==> src/hw/rtl/rmh_pkg.sv <==
// shared constants, types and helpers of the running median block
package rmh_pkg;

    localparam int VALUE_BITS = 31;
    localparam int CAPACITY   = 1024;
    localparam int HEAP_DEPTH = (CAPACITY + 1) / 2;
    localparam int ADDR_W     = $clog2(HEAP_DEPTH);
    localparam int CNT_W      = $clog2(HEAP_DEPTH + 1);
    localparam int IDX_W      = CNT_W + 1;
    localparam int TOTAL_W    = CNT_W + 1;

    // heap select codes
    localparam logic HEAP_LOWER = 1'b0;
    localparam logic HEAP_UPPER = 1'b1;

    typedef logic [VALUE_BITS-1:0] value_t;

    // commands from controller to datapath
    typedef struct packed {
        logic latch_in;
        logic op_begin;
        logic op_push;
        logic op_sel;
        logic op_from_carry;
        logic up_check;
        logic up_cmp;
        logic dn_check;
        logic dn_left;
        logic dn_cmp;
        logic finish;
    } dp_cmd_t;

    // status from datapath to controller
    typedef struct packed {
        logic even;
        logic lower_empty;
        logic full;
        logic v_lt_ltop;
        logic v_gt_utop;
        logic idx_root;
        logic up_moved;
        logic no_left;
        logic dn_moved;
    } dp_status_t;

    // true when a belongs above b in the selected heap
    function automatic logic goes_above(input value_t a, input value_t b, input logic sel);
        goes_above = (sel == HEAP_LOWER) ? (a > b) : (a < b);
    endfunction

endpackage

==> src/hw/rtl/rmh_ctrl.sv <==
// controller that sequences heap inserts and output handshake
module rmh_ctrl (
    input  logic                aclk,
    input  logic                aresetn,
    input  logic                s_tvalid,
    output logic                s_tready,
    output logic                m_tvalid,
    input  logic                m_tready,
    input  rmh_pkg::dp_status_t status,
    output rmh_pkg::dp_cmd_t    cmd
);

    localparam logic [3:0] ST_IDLE    = 4'd0;
    localparam logic [3:0] ST_DECIDE  = 4'd1;
    localparam logic [3:0] ST_UP_CHK  = 4'd2;
    localparam logic [3:0] ST_UP_CMP  = 4'd3;
    localparam logic [3:0] ST_DN_CHK  = 4'd4;
    localparam logic [3:0] ST_DN_LEFT = 4'd5;
    localparam logic [3:0] ST_DN_CMP  = 4'd6;
    localparam logic [3:0] ST_NEXT    = 4'd7;
    localparam logic [3:0] ST_DONE    = 4'd8;

    logic [3:0] state_reg, state_next;
    logic       pend_reg, pend_next;
    logic       pend_sel_reg, pend_sel_next;
    logic       m_tvalid_reg, m_tvalid_next;
    logic       op_end_state;

    assign s_tready = (state_reg == ST_IDLE);
    assign m_tvalid = m_tvalid_reg;
    assign op_end_state = pend_reg;

    // next state and commands
    always_comb begin
        state_next    = state_reg;
        pend_next     = pend_reg;
        pend_sel_next = pend_sel_reg;
        m_tvalid_next = m_tvalid_reg && !m_tready;
        cmd           = '0;
        unique case (state_reg)
            ST_IDLE: begin
                if (s_tvalid) begin
                    cmd.latch_in = 1'b1;
                    state_next   = ST_DECIDE;
                end
            end
            ST_DECIDE: begin
                if (status.full) begin
                    state_next = ST_DONE;
                end else begin
                    cmd.op_begin = 1'b1;
                    if (status.even) begin
                        if (!status.lower_empty && status.v_lt_ltop) begin
                            cmd.op_sel    = rmh_pkg::HEAP_LOWER;
                            pend_next     = 1'b1;
                            pend_sel_next = rmh_pkg::HEAP_UPPER;
                            state_next    = ST_DN_CHK;
                        end else begin
                            cmd.op_push = 1'b1;
                            cmd.op_sel  = rmh_pkg::HEAP_UPPER;
                            state_next  = ST_UP_CHK;
                        end
                    end else begin
                        if (status.v_gt_utop) begin
                            cmd.op_sel    = rmh_pkg::HEAP_UPPER;
                            pend_next     = 1'b1;
                            pend_sel_next = rmh_pkg::HEAP_LOWER;
                            state_next    = ST_DN_CHK;
                        end else begin
                            cmd.op_push = 1'b1;
                            cmd.op_sel  = rmh_pkg::HEAP_LOWER;
                            state_next  = ST_UP_CHK;
                        end
                    end
                end
            end
            ST_UP_CHK: begin
                cmd.up_check = 1'b1;
                if (status.idx_root) begin
                    state_next = op_end_state ? ST_NEXT : ST_DONE;
                end else begin
                    state_next = ST_UP_CMP;
                end
            end
            ST_UP_CMP: begin
                cmd.up_cmp = 1'b1;
                if (status.up_moved) begin
                    state_next = ST_UP_CHK;
                end else begin
                    state_next = op_end_state ? ST_NEXT : ST_DONE;
                end
            end
            ST_DN_CHK: begin
                cmd.dn_check = 1'b1;
                if (status.no_left) begin
                    state_next = op_end_state ? ST_NEXT : ST_DONE;
                end else begin
                    state_next = ST_DN_LEFT;
                end
            end
            ST_DN_LEFT: begin
                cmd.dn_left = 1'b1;
                state_next  = ST_DN_CMP;
            end
            ST_DN_CMP: begin
                cmd.dn_cmp = 1'b1;
                if (status.dn_moved) begin
                    state_next = ST_DN_CHK;
                end else begin
                    state_next = op_end_state ? ST_NEXT : ST_DONE;
                end
            end
            ST_NEXT: begin
                // carried top goes into the other heap
                cmd.op_begin      = 1'b1;
                cmd.op_push       = 1'b1;
                cmd.op_sel        = pend_sel_reg;
                cmd.op_from_carry = 1'b1;
                pend_next         = 1'b0;
                state_next        = ST_UP_CHK;
            end
            ST_DONE: begin
                if (!m_tvalid_reg || m_tready) begin
                    cmd.finish    = 1'b1;
                    m_tvalid_next = 1'b1;
                    state_next    = ST_IDLE;
                end
            end
            default: begin
                state_next = ST_IDLE;
            end
        endcase
    end

    // state registers
    always_ff @(posedge aclk) begin
        if (!aresetn) begin
            state_reg    <= ST_IDLE;
            pend_reg     <= 1'b0;
            pend_sel_reg <= rmh_pkg::HEAP_LOWER;
            m_tvalid_reg <= 1'b0;
        end else begin
            state_reg    <= state_next;
            pend_reg     <= pend_next;
            pend_sel_reg <= pend_sel_next;
            m_tvalid_reg <= m_tvalid_next;
        end
    end

endmodule

==> config.mk <==
export PLATFORM = sky130hd
export DESIGN_NAME = rmh_ctrl
export DESIGN_NICKNAME = d
export VERILOG_FILES = /design/src/hw/rtl/rmh_pkg.sv /design/src/hw/rtl/rmh_ctrl.sv
export SDC_FILE = /design/constraint.sdc
export NUM_CORES = 1
export LEC_CHECK = 0
export BUFFER_PORTS_ARGS = -buffer_cell sky130_fd_sc_hd__buf_2
export CAP_MARGIN = 20
export CORE_AREA = 4 4 41 43
export DETAILED_ROUTE_END_ITERATION = 10
export DIE_AREA = 0 0 45 47
export GPL_ROUTABILITY_DRIVEN = 0
export MAX_ROUTING_LAYER = met4
export PLACE_DENSITY = 0.74
export SLEW_MARGIN = 20
export SYNTH_ARGS = -nofsm -noshare
export SYNTH_HDL_FRONTEND = slang
export SYNTH_SLANG_ARGS = --single-unit
export TNS_END_PERCENT = 100
==> constraint.sdc <==
create_clock -name aclk -period 2 [get_ports aclk]
set_input_delay 0.3 -clock aclk [delete_from_list [all_inputs] [get_ports aclk]]
set_output_delay 0.3 -clock aclk [all_outputs]
set_load 0.005 [all_outputs]
==> impl_metrics.py <==
metrics = {
    "synth": {
        "syn_inst": 81,
        "synth_area_per_cell_um2": 7.04,
        "synthArstFlopShare": 0,
        "yosysTopAreaCell": "dfxtp_1",
        "netlist_top_cells_area": "dfxtp_1 (25%), nand2b_1 (5.5%), a21oi_1 (5.3%)",
        "yosys.area.top_type_share": 0.246,
        "synth_most_common_cell": "nor2_1",
        "synth-main-ff-cell": "dfxtp_1",
        "synth_top_cells_by_count": "nor2_1 (8), dfxtp_1 (7)",
        "synthesis.area_um2": 571,
        "synth_edf_count": 0,
        "yosysWarnings": 0,
        "ys_ff_latch": 7,
        "synth_nets": 94,
        "synthDistinctLibCells": 29,
        "synth-seq-area-share": 0.246,
    },
    "sta": {
        "rsz0062_at_grt": "false",
        "hold_violations": 0,
        "min_period_ns": 1.87,
        "fin_crit_sh": 0.934,
        "tightest_slew_ns": 0.430,
        "fmax_ghz": 0.535,
        "setup-tns-final_ns": 0,
        "setup_violations": 0,
        "slew_headroom": 0.713,
        "slew_viol_final": 0,
        "clock-skew-final_ns": 0.00249,
        "hold_slack_ns": 0.305,
        "setup_ws_ns": 0.131,
    },
    "clock_network": {
        "postCtsSetupBuffers": 0,
        "clk_path_buf_depth": 2,
        "clockRootBuffer": "clkbuf_4",
        "cts.htree.levels": 1,
        "clock_latency_ns": 0.26,
        "cts_tree": "built",
        "cts_hold_buf": 0,
        "numCtsBuffers": 3,
        "path_clk_slew_ns": 0.05,
        "cts_resized": 0,
        "cts.sinks": 7,
    },
    "pwr": {
        "p_sw_frac": 0.323,
        "pwr-share-clk": 0.308,
        "p_leak_uw": 0.000349,
        "seqPwrFrac": 0.376,
        "combPwrFrac": 0.316,
        "p_switching_uw": 139,
        "ir_drop_mv": 0.341,
        "internal_power_uw": 293,
        "p_per_area_nw_per_um2": 577,
    },
    "status": {
        "status": "finished, final reports clean",
    },
    "floorplan": {
        "die-height_um": 47,
        "die_w_um": 45,
        "rows": 13,
        "start_util": 0.438,
        "core-area_um2": 1300,
        "die_area_um2": 2120,
        "io_pins": 26,
    },
    "cells_and_area": {
        "fillers": 140,
        "syn2layout_area_growth_pct": 31.1,
        "fin_util": 0.575,
        "num_antenna_cells": 0,
        "largest_reg_flops": 4,
        "nets": 123,
        "drive_above_1_share": 0.321,
    },
    "global_routing": {
        "grt_pass1_wl_um": 2420,
        "antenna_found_initial": 0,
        "track_usage": 0.162,
        "grt_max_degree": 14,
        "grt-ovfl-total": 0,
        "grt_pass1_vias": 578,
    },
    "detailed_routing": {
        "drcViolationCount": 0,
        "drt_pre_antenna_iters": 4,
        "postRouteAntennaNets": 0,
        "via_per_inst": 5.46,
        "routed_wl_um": 1470,
        "wl_per_cell_um": 11.9,
        "num_vias": 677,
        "drt_iter0_drc": 15,
    },
    "worst_hold_path": {
        "hp-class": "input port to flop",
    },
    "worst_setup_path": {
        "cp-start-kind": "flop",
        "worstSetupPathType": "flop to output pin",
        "arrival_ns": 1.57,
        "end_kind": "output pin",
        "regToRegSetupSlack_ns": 0.48,
        "cp.required_ns": 1.70,
        "crit_fanout": 11,
    },
    "placed_design": {
        "port_buffers": 25,
        "post-dp-hpwl_um": 1200,
        "dpl_worst_slack_ns": 0.379,
    },
    "run": {
        "maxCapViolCount": 0,
    },
}
area by class of cell:
cell class	instances	area, um^2	area share
Clock buffer	4	26.3	0.0351
Multi-Input combinational cell	64	393	0.525
Tap cell	15	18.8	0.0251
Timing Repair Buffer	28	148	0.197
Sequential cell	7	140	0.187
Inverter	6	22.5	0.0301
layout by cell type, fill, tap and decap left out:
master	count
or3_1	1
nand3_1	2
nand3b_1	2
buf_4	3
nor3b_2	1
inv_1	6
nor2_1	7
clkbuf_4	3
dfxtp_1	7
a32oi_1	1
nor4b_2	1
a41oi_2	1
nand4bb_1	1
nor2b_1	3
o211ai_1	1
clkbuf_1	1
a21oi_1	6
nor2_2	1
and3b_1	1
and3_1	1
nand2_1	6
nor4_1	1
o31ai_1	1
a31oi_1	3
o22ai_1	1
nand2b_1	5
o21ai_0	5
nor3_1	6
buf_2	25
or2b_1	3
a211oi_1	2
a211o_1	1
worst max-delay path, cell delays in order, from the launching register on:
cell and delay (ns):
dfxtp_1 0.55, nor2b_1 0.23, nand3_1 0.14, inv_1 0.12
nand2_1 0.06, o31ai_1 0.06, buf_2 0.15
worst paths after layout:
| path | from | end | cells after the start |
|---|---|---|---|
| setup / recovery | state_reg[1] | cmd[7] | 6 |
| hold / removal | aresetn | state_reg[3] | 3 |
| setup reg to reg | state_reg[0] | state_reg[0] | 5 |
| hold reg to reg | pend_sel_reg | pend_sel_reg | 2 |
layer usage:
metal / track usage / vias to the layer above / part of all wire
li1: - / 347 / -
met1: 0.195 / 304 / 0.46
met2: 0.246 / 21 / 0.43
met3: 0.0307 / 5 / 0.077
met4: 0.105 / 0 / 0.027
met5: - / - / 0
power by group through the flow:
stage                     clock (uW)  combinational [uW]  sequential [uW]
after detailed placement           0                 136              164
after global routing             141                 155              164
final                            133                 137              163
after floorplan                    0                87.0              160
after global placement             0                 134              164
after CTS                        137                 137              161
metrics by stage:
step,instance area (um^2),power [uW],std cells
floorplan,571,247,81
global placement,719,298,120
detailed placement,719,301,120
CTS,746,435,124
global route,748,460,124
finish,748,432,124
logic make-up (layout without fill, tap and decap cells):
logic type | count (synthesis) | count (layout) | synth area share
flops | 7 | 7 | 0.246
simple gates | 42 | 42 | 0.432
compound gates | 22 | 22 | 0.252
buf+inv | 10 | 38 | 0.0702
Power figures use the tool's default switching activity.
